### src/design/mrlf_pkg.sv
`timescale 1ns / 1ps
// ----------------------------------------------------------------------------
// mrlf_pkg: shared types and constants of the Modbus RTU link framer
// Phase, operation, result kind and status codes, the result group that
// travels from the front end to the back end, and queue sizing.
// ----------------------------------------------------------------------------
package mrlf_pkg;

	localparam int RX_BUF_BYTES_DEF = 256;
	localparam int QUEUE_DEPTH      = 4;
	localparam int QUEUE_AW         = $clog2(QUEUE_DEPTH);
	localparam int CFG_DATA_W       = 32;
	localparam int CFG_INDEX_W      = 2;

	localparam logic [15:0] CRC_INIT = 16'hFFFF;
	localparam logic [15:0] CRC_POLY = 16'hA001;

	typedef enum logic [CFG_INDEX_W-1:0] {
		REG_CHAR_TIMEOUT  = 2'd0,
		REG_FRAME_TIMEOUT = 2'd1,
		REG_RESP_TIMEOUT  = 2'd2,
		REG_UNUSED        = 2'd3
	} reg_index_t;

	typedef enum logic [1:0] {
		OP_TX_BYTE  = 2'd0,
		OP_RX_BYTE  = 2'd1,
		OP_TICK     = 2'd2,
		OP_CLR_FLAG = 2'd3
	} op_t;

	typedef enum logic [1:0] {
		KIND_TX_BYTE = 2'd0,
		KIND_RX_BYTE = 2'd1,
		KIND_STATUS  = 2'd2
	} kind_t;

	typedef enum logic [2:0] {
		ST_OK      = 3'd0,
		ST_NO_RESP = 3'd1,
		ST_CRC_ERR = 3'd2,
		ST_LATE    = 3'd3,
		ST_SHORT   = 3'd4
	} status_t;

	typedef enum logic [2:0] {
		PH_IDLE = 3'd0,
		PH_TX   = 3'd1,
		PH_WAIT = 3'd2,
		PH_RX   = 3'd3,
		PH_GAP  = 3'd4
	} phase_t;

	// All result beats caused by one input item.
	typedef struct packed {
		kind_t       kind;
		logic [1:0]  last_idx;
		logic [7:0]  b0;
		logic [7:0]  b1;
		logic [7:0]  b2;
		status_t     status;
		logic [7:0]  length;
		logic        flag;
	} group_t;

	typedef struct packed {
		logic   valid;
		group_t grp;
	} grp_wr_t;

	typedef struct packed {
		logic   empty;
		logic   full;
		group_t head;
	} grp_rd_t;

endpackage

### src/design/mrlf_front.sv
`timescale 1ns / 1ps
// ----------------------------------------------------------------------------
// mrlf_front: item decode, CRC and frame timing
// Takes one item per cycle while the result queue is not full, updates the
// link state and CRCs, and pushes the item's result beats into that queue.
// ----------------------------------------------------------------------------
module mrlf_front #(
	parameter int RX_BUF_BYTES = mrlf_pkg::RX_BUF_BYTES_DEF
) (
	input  logic                                clk,
	input  logic                                arst_n,
	input  logic                                cfg_we,
	input  logic [mrlf_pkg::CFG_INDEX_W-1:0]    cfg_index,
	input  logic [mrlf_pkg::CFG_DATA_W-1:0]     cfg_data,
	input  logic                                push,
	input  mrlf_pkg::op_t                       op,
	input  logic [7:0]                          data,
	input  logic                                last,
	input  logic                                q_full,
	output mrlf_pkg::grp_wr_t                   wr
);
	import mrlf_pkg::*;

	localparam int CNT_W = $clog2(RX_BUF_BYTES + 1);

	function automatic logic [15:0] crc_fold(input logic [15:0] c, input logic [7:0] b);
		logic [15:0] r;
		r = c ^ {8'h00, b};
		for (int k = 0; k < 8; k++) begin
			r = r[0] ? ((r >> 1) ^ CRC_POLY) : (r >> 1);
		end
		return r;
	endfunction

	logic [19:0]      char_to_q, frame_to_q;
	logic [31:0]      resp_to_q;
	phase_t           phase_q, phase_d;
	logic [15:0]      tx_crc_q, tx_crc_d, rx_crc_q, rx_crc_d;
	logic [31:0]      elapsed_q, elapsed_d;
	logic [CNT_W-1:0] count_q, count_d;
	logic             first_q, first_d, bcast_q, bcast_d;
	logic             late_q, late_d, flag_q, flag_d;

	logic             acc;
	logic [15:0]      tx_crc_new, rx_crc_new;
	logic [31:0]      elapsed_inc;
	logic [CNT_W-1:0] count_inc;
	logic             bcast_now;

	assign acc         = push && !q_full;
	assign tx_crc_new  = crc_fold(tx_crc_q, data);
	assign rx_crc_new  = crc_fold(rx_crc_q, data);
	assign elapsed_inc = (elapsed_q == '1) ? elapsed_q : elapsed_q + 32'd1;
	assign count_inc   = count_q + CNT_W'(1);
	assign bcast_now   = first_q ? (data == 8'h00) : bcast_q;

	always_ff @(posedge clk or negedge arst_n) begin
		if (!arst_n) begin
			char_to_q  <= 20'd1750;
			frame_to_q <= 20'd3500;
			resp_to_q  <= 32'd1000000;
		end else if (cfg_we) begin
			unique case (reg_index_t'(cfg_index))
				REG_CHAR_TIMEOUT:  char_to_q  <= cfg_data[19:0];
				REG_FRAME_TIMEOUT: frame_to_q <= cfg_data[19:0];
				REG_RESP_TIMEOUT:  resp_to_q  <= cfg_data;
				default: ;
			endcase
		end
	end

	always_ff @(posedge clk or negedge arst_n) begin
		if (!arst_n) begin
			phase_q   <= PH_IDLE;
			tx_crc_q  <= CRC_INIT;
			rx_crc_q  <= CRC_INIT;
			elapsed_q <= '0;
			count_q   <= '0;
			first_q   <= 1'b1;
			bcast_q   <= 1'b0;
			late_q    <= 1'b0;
			flag_q    <= 1'b0;
		end else begin
			phase_q   <= phase_d;
			tx_crc_q  <= tx_crc_d;
			rx_crc_q  <= rx_crc_d;
			elapsed_q <= elapsed_d;
			count_q   <= count_d;
			first_q   <= first_d;
			bcast_q   <= bcast_d;
			late_q    <= late_d;
			flag_q    <= flag_d;
		end
	end

	always_comb begin
		phase_d   = phase_q;
		tx_crc_d  = tx_crc_q;
		rx_crc_d  = rx_crc_q;
		elapsed_d = elapsed_q;
		count_d   = count_q;
		first_d   = first_q;
		bcast_d   = bcast_q;
		late_d    = late_q;
		flag_d    = flag_q;
		wr        = '0;
		if (acc) begin
			unique case (op)
				OP_TX_BYTE: begin
					wr.valid         = 1'b1;
					wr.grp.kind      = KIND_TX_BYTE;
					wr.grp.b0        = data;
					wr.grp.b1        = tx_crc_new[7:0];
					wr.grp.b2        = tx_crc_new[15:8];
					wr.grp.last_idx  = last ? 2'd2 : 2'd0;
					wr.grp.status    = ST_OK;
					bcast_d          = bcast_now;
					if (last) begin
						// The CRC goes out low byte first; the reply wait starts unless broadcast.
						tx_crc_d  = CRC_INIT;
						first_d   = 1'b1;
						rx_crc_d  = CRC_INIT;
						count_d   = '0;
						late_d    = 1'b0;
						elapsed_d = '0;
						phase_d   = bcast_now ? PH_IDLE : PH_WAIT;
					end else begin
						tx_crc_d = tx_crc_new;
						first_d  = 1'b0;
						phase_d  = PH_TX;
					end
				end
				OP_RX_BYTE: begin
					if (phase_q == PH_WAIT || phase_q == PH_RX) begin
						if (count_q < CNT_W'(RX_BUF_BYTES)) begin
							rx_crc_d        = rx_crc_new;
							count_d         = count_inc;
							elapsed_d       = '0;
							phase_d         = (count_inc >= CNT_W'(RX_BUF_BYTES)) ?
								PH_GAP : PH_RX;
							wr.valid        = 1'b1;
							wr.grp.kind     = KIND_RX_BYTE;
							wr.grp.b0       = data;
							wr.grp.status   = ST_OK;
						end else begin
							late_d  = 1'b1;
							phase_d = PH_GAP;
						end
					end else if (phase_q == PH_GAP) begin
						late_d = 1'b1;
					end
				end
				OP_TICK: begin
					elapsed_d = elapsed_inc;
					if (phase_q == PH_WAIT) begin
						if (elapsed_inc >= resp_to_q) begin
							flag_d        = 1'b1;
							phase_d       = PH_IDLE;
							wr.valid      = 1'b1;
							wr.grp.kind   = KIND_STATUS;
							wr.grp.status = ST_NO_RESP;
						end
					end else if (phase_q == PH_RX || phase_q == PH_GAP) begin
						if (phase_q == PH_GAP || elapsed_inc > {12'd0, char_to_q}) begin
							phase_d = PH_GAP;
							if (elapsed_inc >= {12'd0, frame_to_q}) begin
								phase_d     = PH_IDLE;
								wr.valid    = 1'b1;
								wr.grp.kind = KIND_STATUS;
								if (count_q >= CNT_W'(2)) begin
									wr.grp.length = 8'(count_q - CNT_W'(2));
								end
								priority if (late_q) begin
									wr.grp.status = ST_LATE;
								end else if (count_q < CNT_W'(2)) begin
									wr.grp.status = ST_SHORT;
								end else if (rx_crc_q != 16'h0000) begin
									wr.grp.status = ST_CRC_ERR;
								end else begin
									wr.grp.status = ST_OK;
								end
							end
						end
					end
				end
				OP_CLR_FLAG: begin
					flag_d = 1'b0;
				end
				default: ;
			endcase
		end
		wr.grp.flag = flag_d;
	end

	property p_wait_empty;
		@(posedge clk) disable iff (!arst_n) phase_q == PH_WAIT |-> count_q == '0;
	endproperty
	a_wait_empty: assert property (p_wait_empty) else $error("count nonzero while waiting");

	property p_crc_restart;
		@(posedge clk) disable iff (!arst_n)
			(acc && op == OP_TX_BYTE && last) |=> (tx_crc_q == CRC_INIT && first_q);
	endproperty
	a_crc_restart: assert property (p_crc_restart) else $error("tx CRC not restarted");

	property p_status_idle;
		@(posedge clk) disable iff (!arst_n)
			(wr.valid && wr.grp.kind == KIND_STATUS) |=> phase_q == PH_IDLE;
	endproperty
	a_status_idle: assert property (p_status_idle) else $error("status without idle");

endmodule

### src/design/mrlf_queue.sv
`timescale 1ns / 1ps
// ----------------------------------------------------------------------------
// mrlf_queue: result group queue
// Short queue of result groups between the front end and the back end, so
// that each side stalls on its own.
// ----------------------------------------------------------------------------
module mrlf_queue (
	input  logic              clk,
	input  logic              arst_n,
	input  mrlf_pkg::grp_wr_t wr,
	input  logic              deq,
	output mrlf_pkg::grp_rd_t rd
);
	import mrlf_pkg::*;

	group_t              slots_q [QUEUE_DEPTH];
	logic [QUEUE_AW-1:0] wptr_q, rptr_q;
	logic [QUEUE_AW:0]   count_q;
	logic                do_push, do_pop;

	assign rd.full  = count_q == (QUEUE_AW + 1)'(QUEUE_DEPTH);
	assign rd.empty = count_q == '0;
	assign rd.head  = slots_q[rptr_q];
	assign do_push  = wr.valid && !rd.full;
	assign do_pop   = deq && !rd.empty;

	always_ff @(posedge clk) begin
		if (do_push) begin
			slots_q[wptr_q] <= wr.grp;
		end
	end

	always_ff @(posedge clk or negedge arst_n) begin
		if (!arst_n) begin
			wptr_q  <= '0;
			rptr_q  <= '0;
			count_q <= '0;
		end else begin
			if (do_push) begin
				wptr_q <= wptr_q + QUEUE_AW'(1);
			end
			if (do_pop) begin
				rptr_q <= rptr_q + QUEUE_AW'(1);
			end
			count_q <= count_q + (QUEUE_AW + 1)'(do_push) - (QUEUE_AW + 1)'(do_pop);
		end
	end

	property p_count_bound;
		@(posedge clk) disable iff (!arst_n) count_q <= (QUEUE_AW + 1)'(QUEUE_DEPTH);
	endproperty
	a_count_bound: assert property (p_count_bound) else $error("queue overflow");

	property p_push_grows;
		@(posedge clk) disable iff (!arst_n)
			(do_push && !do_pop) |=> count_q == $past(count_q) + 1'b1;
	endproperty
	a_push_grows: assert property (p_push_grows) else $error("queue count lost a push");

	property p_ptr_gap;
		@(posedge clk) disable iff (!arst_n)
			(count_q != '0 && count_q != (QUEUE_AW + 1)'(QUEUE_DEPTH)) |-> wptr_q != rptr_q;
	endproperty
	a_ptr_gap: assert property (p_ptr_gap) else $error("queue pointers out of step");

endmodule

### src/design/mrlf_back.sv
`timescale 1ns / 1ps
// ----------------------------------------------------------------------------
// mrlf_back: result beat sequencer
// Unpacks the group at the head of the queue into single result beats and
// releases the group after its last beat is taken.
// ----------------------------------------------------------------------------
module mrlf_back (
	input  logic              clk,
	input  logic              arst_n,
	input  mrlf_pkg::grp_rd_t rd,
	input  logic              pop,
	output logic              deq,
	output logic              empty,
	output logic [1:0]        kind,
	output logic [7:0]        data_res,
	output logic [2:0]        status,
	output logic [7:0]        length,
	output logic              timeout_flag,
	output logic              end_of_run
);
	import mrlf_pkg::*;

	logic [1:0] idx_q;
	logic       beat;
	logic       last_beat;

	assign empty        = rd.empty;
	assign beat         = pop && !rd.empty;
	assign last_beat    = idx_q == rd.head.last_idx;
	assign deq          = beat && last_beat;
	assign kind         = rd.head.kind;
	assign status       = rd.head.status;
	assign length       = rd.head.length;
	assign timeout_flag = rd.head.flag;
	assign end_of_run   = last_beat;

	always_comb begin
		unique case (idx_q)
			2'd0:    data_res = rd.head.b0;
			2'd1:    data_res = rd.head.b1;
			default: data_res = rd.head.b2;
		endcase
	end

	always_ff @(posedge clk or negedge arst_n) begin
		if (!arst_n) begin
			idx_q <= '0;
		end else if (beat) begin
			idx_q <= last_beat ? 2'd0 : idx_q + 2'd1;
		end
	end

	property p_idx_in_group;
		@(posedge clk) disable iff (!arst_n) !rd.empty |-> idx_q <= rd.head.last_idx;
	endproperty
	a_idx_in_group: assert property (p_idx_in_group) else $error("beat index past group");

	property p_partial_held;
		@(posedge clk) disable iff (!arst_n) idx_q != 2'd0 |-> !rd.empty;
	endproperty
	a_partial_held: assert property (p_partial_held) else $error("partial group lost");

	property p_mid_beat_stays;
		@(posedge clk) disable iff (!arst_n)
			(beat && !last_beat) |=> (idx_q == $past(idx_q) + 2'd1);
	endproperty
	a_mid_beat_stays: assert property (p_mid_beat_stays) else $error("beat index skipped");

endmodule

### src/design/modbus_rtu_link_framer.sv
`timescale 1ns / 1ps
// ----------------------------------------------------------------------------
// modbus_rtu_link_framer: Modbus RTU master link framer with CRC-16
// Transmit framing with CRC append, reply timing and received frame checks.
// ----------------------------------------------------------------------------
// One input item is accepted per clock whenever full is low; its state update
// and CRC-16 fold finish in that cycle, and its result group is registered into
// the queue, behind any groups still waiting. A transmit byte marked last
// gives three result beats (the byte, then the CRC low and high bytes), any
// other item at most one, and results leave at one beat per pop. A four-group
// queue sits between the item decoder and the beat sequencer, so full rises
// only when four item groups are waiting; sustained input rate is then set by
// how fast beats are popped. There is no clearing pass after reset.
// ----------------------------------------------------------------------------
module modbus_rtu_link_framer #(
	parameter int RX_BUF_BYTES = mrlf_pkg::RX_BUF_BYTES_DEF
) (
	input  logic                             clk,
	input  logic                             arst_n,
	input  logic                             cfg_we,
	input  logic [mrlf_pkg::CFG_INDEX_W-1:0] cfg_index,
	input  logic [mrlf_pkg::CFG_DATA_W-1:0]  cfg_data,
	input  logic                             push,
	output logic                             full,
	input  mrlf_pkg::op_t                    op,
	input  logic [7:0]                       data,
	input  logic                             last,
	output logic                             empty,
	input  logic                             pop,
	output logic [1:0]                       kind,
	output logic [7:0]                       data_res,
	output logic [2:0]                       status,
	output logic [7:0]                       length,
	output logic                             timeout_flag,
	output logic                             end_of_run
);
	import mrlf_pkg::*;

	grp_wr_t wr;
	grp_rd_t rd;
	logic    deq;

	assign full = rd.full;

	mrlf_front #(
		.RX_BUF_BYTES(RX_BUF_BYTES)
	) u_front (
		.clk      (clk),
		.arst_n   (arst_n),
		.cfg_we   (cfg_we),
		.cfg_index(cfg_index),
		.cfg_data (cfg_data),
		.push     (push),
		.op       (op),
		.data     (data),
		.last     (last),
		.q_full   (rd.full),
		.wr       (wr)
	);

	mrlf_queue u_queue (
		.clk   (clk),
		.arst_n(arst_n),
		.wr    (wr),
		.deq   (deq),
		.rd    (rd)
	);

	mrlf_back u_back (
		.clk         (clk),
		.arst_n      (arst_n),
		.rd          (rd),
		.pop         (pop),
		.deq         (deq),
		.empty       (empty),
		.kind        (kind),
		.data_res    (data_res),
		.status      (status),
		.length      (length),
		.timeout_flag(timeout_flag),
		.end_of_run  (end_of_run)
	);

endmodule

### config.mk
export PLATFORM = sky130hd
export DESIGN_NAME = modbus_rtu_link_framer
export DESIGN_NICKNAME = d
export VERILOG_FILES = /design/src/design/mrlf_pkg.sv /design/src/design/mrlf_front.sv /design/src/design/mrlf_queue.sv /design/src/design/mrlf_back.sv /design/src/design/modbus_rtu_link_framer.sv
export SDC_FILE = /design/constraint.sdc
export NUM_CORES = 1
export LEC_CHECK = 0
export BUFFER_PORTS_ARGS = -buffer_cell sky130_fd_sc_hd__buf_4
export CORE_ASPECT_RATIO = 0.75
export CORE_UTILIZATION = 65
export DETAILED_ROUTE_END_ITERATION = 6
export PLACE_DENSITY = 0.84
export SLEW_MARGIN = 10
export SYNTH_ARGS = -nofsm -noshare
export SYNTH_HDL_FRONTEND = slang
export SYNTH_SLANG_ARGS = --single-unit
### constraint.sdc
create_clock -name clk -period 11.5 [get_ports clk]
set_clock_uncertainty 0.15 [all_clocks]
set_input_delay 2.3 -clock clk [delete_from_list [all_inputs] [get_ports clk]]
set_output_delay 2.3 -clock clk [all_outputs]
set_load 0.005 [all_outputs]
# Word-level counts from Yosys, hierarchy flattened
# Memories as Yosys holds them, arrays and structs flattened.
# Index checks and enable logic that the tools add are counted.
dict set report op_classes {
  n_addsub 8
  magnitude_cmp 7
  n_eq_ne 20
  muxes 83
  n_bitwise 18
  n_reduce_logical 26
}
# op n
set ops {}
lappend ops {{$mux 16} 21}
lappend ops {{$mux 32} 4}
lappend ops {{$pmux 32 s3} 1}
lappend ops {{$mux 3} 20}
lappend ops {{$not 2->3} 16}
lappend ops {{$mux 40} 1}
lappend ops {{$mux 8} 5}
lappend ops {{$mux 11} 3}
lappend ops {{$add 32x1->32 const B} 1}
lappend ops {{$eq 32x32->1 const B} 1}
lappend ops {{$ge 32x20->1} 1}
lappend ops {{$ge 32x32->1} 1}
lappend ops {{$gt 32x20->1} 1}
lappend ops {{$pmux 16 s2} 1}
lappend ops {{$pmux 8 s2} 2}
lappend ops {{$xor 16x8->16} 2}
lappend ops {{$mux 9} 3}
lappend ops {{$pmux 3 s3} 2}
lappend ops {{$pmux 9 s2} 1}
lappend ops {{$reduce_bool 16->1} 1}
lappend ops {{$reduce_and 5->1} 3}
lappend ops {{$mux 1} 12}
lappend ops {{$mux 2} 5}
lappend ops {{$add 9x1->9 const B} 1}
lappend ops {{28 further kinds} 53}
dict set report totals {
  reg_bits 161
  ramBits 160
  in_bits 50
  out_inout_bits 25
  mem_count 1
}
# name words word_bits rd rd_clocked_by_memory_dff wr line_no
set mem_list {}
lappend mem_list {u_queue.slots_q 4 40 1 0 1 mrlf_queue.sv:16} ;# group_t slots_q [QUEUE_DEPTH];

# Logic depth before layout (Yosys ltp)
# Gate-level depths: netlist of run 1.
dict set report logic_depth {
  depth_word 22
  ltp_mapped 23
  depth_no_buf 23
}

# Hierarchy
# From an unflattened synthesis of run 1, not the netlist that was laid out.
dict set report hier_totals {
  hier_cells 1354
  area_unflattened_um2 16547.1
}
# module instances cells_each area_each_um2
set modules_own_cells {}
lappend modules_own_cells {mrlf_front 1 1044 9848.2}
lappend modules_own_cells {mrlf_queue 1 251 6297.3}
lappend modules_own_cells {mrlf_back 1 59 401.6}

# Worst setup path after synthesis of run 1
# OpenSTA, ideal clock, no wires.
dict set report synth_timing {
  path_type {register -> register}
  from {reg u_front.elapsed_q[0]}
  to {mem u_queue.slots_q[0][0] (netlist bit), enable pin}
  arrival_ns 4.822
  setup_slack_ns 6.128
  stages_incl_launch_ff 19
  n_path_buf 0
  period_less_slack_ns 5.372
  path_cell_list {dfrtp_1 -> ha_1 -> nand3_1 -> nor2_1 -> nand3_1 -> nor4_1 -> nor2_1 -> nand4_1 -> nor2_1 -> xor2_1 -> ha_1 -> nand4_1 -> a2111oi_0 -> nor4_1 -> a21oi_1 -> o22ai_1 -> a31oi_1 -> o21a_1 -> and2_1}
}
dict set report synth_via {
  elab_chain_len 12
}
# item line_no
set synth_rtl {}
lappend synth_rtl {{from (decl)} mrlf_front.sv:39} ;# logic [31:0] elapsed_q, elapsed_d;
lappend synth_rtl {{from (signal assigned)} mrlf_front.sv:87} ;# elapsed_q <= elapsed_d;
lappend synth_rtl {{$add 32x1->32 / $eq 32x32->1 (equally long branches)} mrlf_front.sv:53} ;# assign elapsed_inc = (elapsed_q == '1) ? elapsed_q : elapsed_q + 32'd1;
lappend synth_rtl {{$mux 32 *} mrlf_front.sv:53}
lappend synth_rtl {{$ge 32x20->1 / $gt 32x20->1 (equally long branches)} {mrlf_front.sv:166, mrlf_front.sv:164}}
lappend synth_rtl {{$mux 3 / $logic_or 1x1->1 (equally long branches)} {mrlf_front.sv:166, mrlf_front.sv:164}}
lappend synth_rtl {{$mux 3} mrlf_front.sv:164} ;# if (phase_q == PH_GAP || elapsed_inc > {12'd0, char_to_q}) begin
lappend synth_rtl {{$mux 3} mrlf_front.sv:163} ;# end else if (phase_q == PH_RX || phase_q == PH_GAP) begin
lappend synth_rtl {{$mux 3 *} mrlf_front.sv:155} ;# if (phase_q == PH_WAIT) begin
lappend synth_rtl {{$pmux 3 s3 *} mrlf_front.sv:108} ;# unique case (op)
lappend synth_rtl {{$mux 40 *} mrlf_front.sv:107} ;# if (acc) begin
lappend synth_rtl {{$logic_and 1x1->1 *} mrlf_queue.sv:24} ;# assign do_push = wr.valid && !rd.full;
lappend synth_rtl {{net u_queue.do_push} mrlf_queue.sv:19} ;# logic do_push, do_pop;
lappend synth_rtl {{$mux 1 *} mrlf_queue.sv:28} ;# if (do_push) begin
lappend synth_rtl {{$mux 1 (implied by the code) *} mrlf_queue.sv:29} ;# slots_q[wptr_q] <= wr.grp;
lappend synth_rtl {{to (decl)} mrlf_queue.sv:16}
# The timed path passes the listed nets; every way through them passes the cells marked *.

# Final worst setup path of run 1
dict set report layout_timing {
  from {reg u_front.elapsed_q[0]}
  to {mem u_queue.slots_q[3][0] (netlist bit), enable pin}
}
# The elaborated chain is that of the path after synthesis.

==> results of run 1 <==
## critical path: cells and delay by family (launching register included)
family / cells / cell delay [ps]
compound gates: 5 / 1710
xor+xnor: 1 / 190
fa+ha+maj: 2 / 540
flops: 1 / 460
simple gates: 10 / 3040
## cell families (layout without fill, tap and decap cells)
kind of cell,Yosys count,in the layout,synth area share
flip-flops,317,317,0.553
AO/OA/AOI/OAI,207,207,0.0832
XOR/XNOR,93,93,0.0513
adder cells (fa/ha/maj),92,92,0.0729
AND/OR/NAND/NOR,334,334,0.105
multiplexers,102,102,0.0998
buffers and inverters,148,241,0.0353
## sequential cells by signal (all words and copies together), names as in the netlist
signal              cells
u_back.idx_q            2
u_front.count_q         9
u_front.first_q         1
u_queue.slots_q       156
u_front.frame_to_q     20
u_front.flag_q          1
u_front.resp_to_q      32
u_front.rx_crc_q       16
u_front.char_to_q      20
u_queue.count_q         3
u_front.tx_crc_q       16
u_queue.rptr_q          2
u_queue.wptr_q          2
u_front.phase_q         3
u_front.late_q          1
u_front.bcast_q         1
u_front.elapsed_q      32
## report_power, final
group	internal (mW)	switching (mW)	leakage [nW]
Sequential	1.42	0.138	3.38
Clock	0.608	0.429	0.513
Combinational	0.573	0.707	3.49
Total	2.60	1.27	7.39
## routing by layer
metal / routed length (microns) / vias to the layer above / global-route usage
li1: - / 4823 / -
met1: 16300 / 5287 / 0.455
met2: 16800 / 527 / 0.469
met3: 3810 / 74 / 0.0748
met4: 1010 / 0 / 0.0887
met5: 0 / - / 0
## Yosys cell counts, types with 18 or more instances
| cell | count | area share |
|---|---|---|
| sky130_fd_sc_hd__a22o_1 | 18 | 0.0099 |
| sky130_fd_sc_hd__dfrtp_1 | 107 | 0.17 |
| sky130_fd_sc_hd__mux4_2 | 39 | 0.055 |
| sky130_fd_sc_hd__edfxtp_1 | 156 | 0.29 |
| sky130_fd_sc_hd__dfstp_2 | 54 | 0.089 |
| sky130_fd_sc_hd__nand3_1 | 29 | 0.0091 |
| sky130_fd_sc_hd__nor2_1 | 64 | 0.015 |
| sky130_fd_sc_hd__mux2_2 | 54 | 0.038 |
| sky130_fd_sc_hd__nand2_1 | 110 | 0.026 |
| sky130_fd_sc_hd__a21oi_1 | 52 | 0.016 |
| sky130_fd_sc_hd__nor3_1 | 24 | 0.0076 |
| sky130_fd_sc_hd__inv_1 | 103 | 0.024 |
| sky130_fd_sc_hd__clkbuf_1 | 30 | 0.0071 |
| sky130_fd_sc_hd__xor2_1 | 29 | 0.016 |
| sky130_fd_sc_hd__ha_1 | 91 | 0.072 |
| sky130_fd_sc_hd__nand4_1 | 21 | 0.0083 |
| sky130_fd_sc_hd__xnor2_1 | 64 | 0.035 |
| sky130_fd_sc_hd__o21ai_0 | 67 | 0.021 |
## area by class of cell
class / instances / area [sq um] / share of cell area
clock buffer: 41 / 852 / 0.0479
multi-input combinational: 828 / 6560 / 0.368
inverter: 103 / 387 / 0.0217
timing repair buffer: 82 / 619 / 0.0348
clock inverter: 15 / 188 / 0.0105
sequential: 317 / 8780 / 0.493
tap: 331 / 414 / 0.0233
## how the worst max path moves through the flow
stage / start / slack (ps) / end / depth (start not counted)
global placement: u_front.elapsed_q[0] / 5640 / u_queue.slots_q[0][19] / 18
global route: u_front.elapsed_q[0] / 4570 / u_queue.slots_q[1][22] / 18
detailed placement: u_front.elapsed_q[0] / 5410 / u_queue.slots_q[1][20] / 18
finish: u_front.elapsed_q[0] / 4990 / u_queue.slots_q[3][0] / 18
CTS: u_front.elapsed_q[0] / 5120 / u_queue.slots_q[1][24] / 18
floorplan: u_front.elapsed_q[0] / 6130 / u_queue.slots_q[0][0] / 18
==> tab_implementation.tex, run 1 <==
\begin{tabular}{lr}
\hline
Metric & Value \\
\hline
\multicolumn{2}{l}{\textbf{Clock network}} \\
\quad Clock tree sinks & 317 \\
\quad Count of instances resized after the clock tree is built & 0 \\
\quad CTS root buf & sky130\_fd\_sc\_hd\_\_clkbuf\_16 \\
\quad Worst-path clk slew & 60 ps \\
\quad Number of hold buffers added after cts & 0 \\
\quad H-Tree Depth & 1 \\
\quad \# Post-CTS Setup Buffers & 0 \\
\quad Number of buffers created by CTS & 30 \\
\quad Maximum clock path buffer count & 3 \\
\quad Skew-Pair Late Insertion Delay & 570 ps \\
\quad TritonCTS clock tree & built \\
\multicolumn{2}{l}{\textbf{Placed design}} \\
\quad Half-perimeter wire length of the detailed placement result & 25600 microns \\
\quad Count of placed standard cells including taps & 1661 \\
\quad Number of I/O port buffers & 74 \\
\quad Placed Area & 16800 sq um \\
\quad Worst slack at placement & 5410 ps \\
\quad RePlAce Congestion & 0.922 \\
\multicolumn{2}{l}{\textbf{Timing}} \\
\quad Tightest Pin Transition & 1200 ps \\
\quad Post-route minimum period & 6510 ps \\
\quad Setup repair after global routing missed its margin & no \\
\quad Worst slack on hold paths & 315 ps \\
\quad Final period util & 0.566 \\
\quad Fin. Hold Viols & 0 \\
\quad Final setup TNS & 0 ps \\
\quad Worst slew margin relative to its limit & 0.199 \\
\quad Count of final setup violators & 0 \\
\quad Peak clock frequency supported by timing & 0.154 GHz \\
\quad Final-report max-slew violation count & 0 \\
\quad Worst path setup slack after routing & 4990 ps \\
\multicolumn{2}{l}{\textbf{Layout}} \\
\quad Post-route cell area & 17800 sq um \\
\quad Total inserted antenna cells & 0 \\
\quad Highest-count cells in the layout ignoring fill and taps & 156 x sky130\_fd\_sc\_hd\_\_edfxtp\_1, 110 x sky130\_fd\_sc\_hd\_\_nand2\_1, 106 x sky130\_fd\_sc\_hd\_\_dfrtp\_1 \\
\quad Proportion of layout cells with a drive suffix above 1 & 0.214 \\
\quad Share of the core filled with cells & 0.743 \\
\quad Growth of design area from synthesis to finish & 12.0\% \\
\quad Number of nets at the end of the flow & 1504 \\
\quad Filler instances & 1495 \\
\quad Most common cell after layout, fill and taps aside & sky130\_fd\_sc\_hd\_\_edfxtp\_1 \\
\quad Final Instance Count excl. Fillers & 1717 \\
\multicolumn{2}{l}{\textbf{Routing}} \\
\quad Number of iterations in the first detailed-routing pass & 6 \\
\quad Count of vias placed by the detailed router & 10700 \\
\quad Post-detailed-route wirelength per cell & 22.1 microns \\
\quad Number of violations reported at the end of detailed-routing iteration 0 & 1193 \\
\quad Count of antenna-violating nets left after detailed routing & 0 \\
\quad Count of unresolved DRC violations after routing & 0 \\
\quad Avg Vias per Cell & 6.24 \\
\quad Total Wirelength & 37900 microns \\
\multicolumn{2}{l}{\textbf{Flow run}} \\
\quad Max-capacitance violation count & 0 \\
\multicolumn{2}{l}{\textbf{Hold path}} \\
\quad Capture endpoint of the worst hold path & u\_front.tx\_crc\_q[2] \\
\quad Hold Path Stages & 2 \\
\quad Start point of the worst hold path & u\_front.tx\_crc\_q[2] \\
\quad Worst hold path class & reg -> reg \\
\multicolumn{2}{l}{\textbf{Global routing}} \\
\quad Global Route Usage Sum & 0.312 \\
\quad First-pass GRT wire length & 59100 microns \\
\quad Largest net degree at the start of global routing & 95 \\
\quad Via count of the first global-routing pass & 10500 \\
\quad Total grt overflow & 0 \\
\quad Number of antenna violations at the first check in global routing & 1 \\
\multicolumn{2}{l}{\textbf{Outcome}} \\
\quad Outcome & completed \\
\multicolumn{2}{l}{\textbf{Floorplanning}} \\
\quad Chip height & 137 microns \\
\quad Initial core utilization & 0.663 \\
\quad Core ar. & 24000 sq um \\
\quad Full die area & 25100 sq um \\
\quad Num rows & 49 \\
\quad Number of I/O pins & 75 \\
\quad Die boundary width & 183 microns \\
\multicolumn{2}{l}{\textbf{Worst setup path}} \\
\quad Reg-to-reg startpoint & u\_front.elapsed\_q[0] \\
\quad Required time at the worst-slack endpoint & 11520 ps \\
\quad Most prevalent standard cell on the critical path & sky130\_fd\_sc\_hd\_\_nor2\_1 \\
\quad Launching element type of the critical path & flop \\
\quad Worst-path cell with the longest stage delay & sky130\_fd\_sc\_hd\_\_and2\_2 \\
\quad CP max stage delay & 910 ps \\
\quad Cells traversed along the worst timing path & ha\_1, nand3\_1, nor2\_1, nand3\_1, nor4\_1, nor2\_1, nand4\_1, nor2\_1, xor2\_1, ha\_1, nand4\_1, a2111oi\_0, nor4\_1, a21oi\_1, o22ai\_1, a31oi\_1, o21a\_1, and2\_2 \\
\quad Maximum fanout along the worst path & 39 \\
\quad Worst setup EP type & flop \\
\quad Path type of the worst setup path & reg -> reg \\
\quad Data arrival at the endpoint of the critical path & 6530 ps \\
\quad Reg-to-Reg End & u\_queue.slots\_q[3][0] \\
\quad Worst R2R Path Depth & 18 \\
\quad Worst-case register-to-register setup slack & 4990 ps \\
\multicolumn{2}{l}{\textbf{Power}} \\
\quad Power density over the cells & 218 nW/um\^{}2 \\
\quad Maximum VDD drop & 0.000140 V \\
\quad Static leakage power & 7.39 nW \\
\quad Post-layout power & 3.88 mW \\
\multicolumn{2}{l}{\textbf{Logic synthesis}} \\
\quad Count of yosys warnings during synthesis & 0 \\
\quad Post-synthesis sequential element count & 317 \\
\quad Number of enable-type register cells in the synthesized netlist & 156 \\
\quad Average footprint of a synthesized cell & 12.3 sq um \\
\quad Post-Synthesis Net Count & 1435 \\
\quad Unique masters post-synth & 64 \\
\quad Primary flip-flop cell chosen by synthesis mapping & sky130\_fd\_sc\_hd\_\_edfxtp\_1 \\
\quad Seq/Total Area, Yosys & 0.553 \\
\quad Synth async-reset ratio & 0.508 \\
\quad Total standard cell area after synthesis & 15900 sq um \\
\quad Cell count after synthesis & 1293 \\
\hline
\end{tabular}
Power figures use the tool's default switching activity.
==> run 2: changes to the inputs <==
--- a/config.mk
+++ b/config.mk
@@ -7,9 +7,9 @@
 export LEC_CHECK = 0
 export BUFFER_PORTS_ARGS = -buffer_cell sky130_fd_sc_hd__buf_4
 export CORE_ASPECT_RATIO = 0.75
-export CORE_UTILIZATION = 65
+export CORE_UTILIZATION = 56
 export DETAILED_ROUTE_END_ITERATION = 6
-export PLACE_DENSITY = 0.84
+export PLACE_DENSITY = 0.77
 export SLEW_MARGIN = 10
 export SYNTH_ARGS = -nofsm -noshare
 export SYNTH_HDL_FRONTEND = slang
==> constraint.sdc (replaced) <==
create_clock -name clk -period 5.3 [get_ports clk]
set_clock_uncertainty 0.15 [all_clocks]
set_input_delay 1.06 -clock clk [delete_from_list [all_inputs] [get_ports clk]]
set_output_delay 1.06 -clock clk [all_outputs]
set_load 0.005 [all_outputs]
==> tab_implementation.tex, run 2 (synthesis results as in run 1) <==
\begin{tabular}{lr}
\hline
Metric & Value \\
\hline
\multicolumn{2}{l}{\textbf{Worst setup path}} \\
\quad Required time at the worst-slack endpoint & 5640 ps (-5880 ps) \\
\quad Critical Path Stages & 18 (unchanged) \\
\quad Reg-to-reg startpoint & u\_front.elapsed\_q[3] \\
\quad Reg-to-Reg End & u\_queue.count\_q[2] \\
\quad Maximum fanout along the worst path & 7 (-82\%) \\
\quad CP max stage delay & 610 ps (-300 ps) \\
\quad Cell family with most CP delay & simple AND/OR/NAND/NOR gates \\
\quad Data arrival at the endpoint of the critical path & 5320 ps (-1210 ps) \\
\quad Launching element type of the critical path & flop \\
\quad Worst setup EP type & flop \\
\quad Buffers \& Inverters on Critical Path & 2 (+2) \\
\quad Worst-case register-to-register setup slack & 320 ps (-4670 ps) \\
\quad Cells traversed along the worst timing path & and4\_2, nor3b\_1, o2111ai\_1, xnor2\_1, inv\_1, ha\_1, nand4\_1, or4\_1, or3\_1, o21bai\_2, nand2\_1, nand2\_1, o21a\_4, ha\_1, inv\_1, fa\_1, xnor2\_1, xnor2\_1 \\
\quad Worst R2R Path Depth & 18 (unchanged) \\
\quad Most prevalent standard cell on the critical path & sky130\_fd\_sc\_hd\_\_xnor2\_1 \\
\quad Worst-path cell with the longest stage delay & sky130\_fd\_sc\_hd\_\_or4\_1 \\
\quad Path type of the worst setup path & reg -> reg \\
\multicolumn{2}{l}{\textbf{Global routing}} \\
\quad Via count of the first global-routing pass & 10300 (-2.0\%) \\
\quad Largest net degree at the start of global routing & 84 (-12\%) \\
\quad First-pass GRT wire length & 56900 microns (-3.7\%) \\
\quad Total grt overflow & 0 (unchanged) \\
\quad Number of antenna violations at the first check in global routing & 1 (unchanged) \\
\quad Global Route Usage Sum & 0.252 (-0.0599) \\
\multicolumn{2}{l}{\textbf{Hold path}} \\
\quad Worst hold path class & reg -> reg \\
\quad Start point of the worst hold path & u\_front.tx\_crc\_q[4] \\
\quad Hold Path Stages & 2 (unchanged) \\
\quad Capture endpoint of the worst hold path & u\_front.tx\_crc\_q[4] \\
\multicolumn{2}{l}{\textbf{Power}} \\
\quad Static leakage power & 7.56 nW (+2.4\%) \\
\quad Proportion of power drawn by the clock network & 0.267 (about the same) \\
\quad Part of the power in combinational logic & 0.322 (-0.008) \\
\quad Net Switching & 2.71 mW (+110\%) \\
\quad Power density over the cells & 459 nW/um\^{}2 (+110\%) \\
\quad Switching fraction of total power & 0.325 (-0.00352) \\
\quad Maximum VDD drop & 0.000281 V (+100\%) \\
\quad P\_int & 5.63 mW (+120\%) \\
\quad Proportion of power drawn by flip-flops and latches & 0.411 (+0.009) \\
\multicolumn{2}{l}{\textbf{Layout}} \\
\quad Number of flip-flops under the largest register name & 156 (unchanged) \\
\quad Post-route cell area & 18100 sq um (+2.0\%) \\
\quad Most common cell after layout, fill and taps aside & sky130\_fd\_sc\_hd\_\_edfxtp\_1 \\
\quad Proportion of layout cells with a drive suffix above 1 & 0.237 (+0.0231) \\
\quad Number of nets at the end of the flow & 1529 (+1.7\%) \\
\quad Highest-count cells in the layout ignoring fill and taps & 156 x sky130\_fd\_sc\_hd\_\_edfxtp\_1, 110 x sky130\_fd\_sc\_hd\_\_nand2\_1, 105 x sky130\_fd\_sc\_hd\_\_dfrtp\_1 \\
\quad Final Instance Count excl. Fillers & 1789 (+4.2\%) \\
\quad Filler instances & 2033 (+36\%) \\
\quad Share of the core filled with cells & 0.661 (-0.0816) \\
\quad Growth of design area from synthesis to finish & 14.2\% \\
\quad Top flop regs & u\_queue.slots\_q x156, u\_front.elapsed\_q x32, u\_front.resp\_to\_q x32 \\
\quad Total inserted antenna cells & 0 (unchanged) \\
\quad Register with the most flip-flops & u\_queue.slots\_q \\
\multicolumn{2}{l}{\textbf{Timing}} \\
\quad Fin. Hold Viols & 0 (unchanged) \\
\quad Post-route minimum period & 4980 ps (-1530 ps) \\
\quad Peak clock frequency supported by timing & 0.201 GHz (+31\%) \\
\quad Count of final setup violators & 0 (unchanged) \\
\quad Worst slack on hold paths & 307 ps (-7.87 ps) \\
\quad Final-report max-slew violation count & 0 (unchanged) \\
\quad Worst slew margin relative to its limit & 0.195 (-0.00419) \\
\quad Tightest Pin Transition & 1200 ps (+6.26 ps) \\
\quad Final period util & 0.939 (+0.373) \\
\multicolumn{2}{l}{\textbf{Placed design}} \\
\quad Count of placed standard cells including taps & 1728 (+4.0\%) \\
\quad Placed Area & 17000 sq um (+1.4\%) \\
\quad Half-perimeter wire length of the detailed placement result & 25200 microns (-1.5\%) \\
\quad Number of I/O port buffers & 74 (unchanged) \\
\quad RePlAce Congestion & 0.935 (+1.3\%) \\
\multicolumn{2}{l}{\textbf{Outcome}} \\
\quad Outcome & completed \\
\multicolumn{2}{l}{\textbf{Clock network}} \\
\quad Number of buffers created by CTS & 30 (unchanged) \\
\quad CTS root buf & sky130\_fd\_sc\_hd\_\_clkbuf\_16 \\
\quad H-Tree Depth & 1 (unchanged) \\
\quad Skew-Pair Late Insertion Delay & 570 ps (about the same) \\
\quad TritonCTS clock tree & built \\
\quad Maximum clock path buffer count & 3 (unchanged) \\
\quad Worst-path clk slew & 70 ps (about the same) \\
\quad Clock tree sinks & 317 (unchanged) \\
\multicolumn{2}{l}{\textbf{Floorplanning}} \\
\quad Num rows & 52 (+6.1\%) \\
\quad Die boundary width & 197 microns (+7.7\%) \\
\quad Initial core utilization & 0.579 (-0.0841) \\
\quad Number of I/O pins & 75 (unchanged) \\
\quad Chip height & 148 microns (+7.6\%) \\
\quad Core ar. & 27500 sq um (+15\%) \\
\quad Full die area & 29100 sq um (+16\%) \\
\multicolumn{2}{l}{\textbf{Routing}} \\
\quad Post-detailed-route wirelength per cell & 20.1 microns (-9.3\%) \\
\quad Number of iterations in the first detailed-routing pass & 5 (-1) \\
\quad Count of unresolved DRC violations after routing & 0 (unchanged) \\
\quad Number of violations reported at the end of detailed-routing iteration 0 & 1059 (-11\%) \\
\quad Total Wirelength & 35900 microns (-5.5\%) \\
\quad Count of antenna-violating nets left after detailed routing & 0 (unchanged) \\
\quad Avg Vias per Cell & 5.93 (-4.9\%) \\
\quad Count of vias placed by the detailed router & 10600 (-0.91\%) \\
\multicolumn{2}{l}{\textbf{Flow run}} \\
\quad Max-capacitance violation count & 0 (unchanged) \\
\hline
\end{tabular}
==> run 2: power groups by stage <==
stage	registers (mW)	logic, mW	clock network [mW]
2_1_floorplan	3.30	1.93	0
3_3_place_gp	3.44	2.57	0
3_5_place_dp	3.46	2.65	0
4_1_cts	3.42	2.68	2.26
5_1_grt	3.48	2.95	2.34
6_report	3.43	2.68	2.23
==> run 2: per-stage QoR <==
step           worst slack (ps)  TNS (ps)  total power [mW]
6_report                    321         0              8.34
5_1_grt                   -14.4     -43.5              8.77
4_1_cts                    7.61         0              8.35
3_5_place_dp               -234    -13790              6.10
3_3_place_gp                155         0              6.00
2_1_floorplan               337         0              5.23
==> run 2: area by class of cell <==
class	instances	area [sq um]	share of cell area
Sequential cell	317	8780	0.484
Clock inverter	17	214	0.0118
Tap cell	378	473	0.0261
Multi-Input combinational cell	828	6650	0.366
Inverter	103	387	0.0213
Clock buffer	39	815	0.0449
Timing Repair Buffer	107	832	0.0458
==> run 2: worst register-to-register path, stage by stage (launching register included) <==
cell and delay (ps):
sky130_fd_sc_hd__dfrtp_1 500, sky130_fd_sc_hd__and4_2 370, sky130_fd_sc_hd__nor3b_1 310, sky130_fd_sc_hd__o2111ai_1 220, sky130_fd_sc_hd__xnor2_1 300, sky130_fd_sc_hd__inv_1 90
sky130_fd_sc_hd__ha_1 300, sky130_fd_sc_hd__nand4_1 110, sky130_fd_sc_hd__or4_1 610, sky130_fd_sc_hd__or3_1 430, sky130_fd_sc_hd__o21bai_2 160, sky130_fd_sc_hd__nand2_1 90
sky130_fd_sc_hd__nand2_1 120, sky130_fd_sc_hd__o21a_4 200, sky130_fd_sc_hd__ha_1 170, sky130_fd_sc_hd__inv_1 50, sky130_fd_sc_hd__fa_1 380, sky130_fd_sc_hd__xnor2_1 200
sky130_fd_sc_hd__xnor2_1 130
==> run 2: worst max-delay path by stage <==
stage | end | startpoint | slack (ps)
6_report | u_queue.count_q[2] | u_front.elapsed_q[3] | 320
5_1_grt | u_queue.count_q[2] | u_front.elapsed_q[1] | -10
4_1_cts | u_queue.count_q[2] | u_front.elapsed_q[1] | 8
3_5_place_dp | u_queue.slots_q[1][7] | u_front.elapsed_q[1] | -230
3_3_place_gp | u_queue.count_q[2] | u_front.elapsed_q[1] | 150
2_1_floorplan | u_queue.slots_q[0][0] | u_front.elapsed_q[0] | 340
==> run 2: per-layer routing <==
metal  vias up  track usage  wire length (microns)
li1       4868            -                      -
met1      5296        0.400                  17400
met2       396        0.369                  15300
met3        52       0.0367                   2550
met4         2       0.0473                    602
met5         -            0                     12
==> run 2: timing repair <==
action | 4_1_cts | 5_1_grt
gates resized for setup | 5 | 16
setup buffers | 0 | 5
pin swaps | 0 | 5
hold endpoints to repair | 0 | 0
setup endpoints to repair | 186 | 198
cloned | 0 | 0
hold buffers | 0 | 0
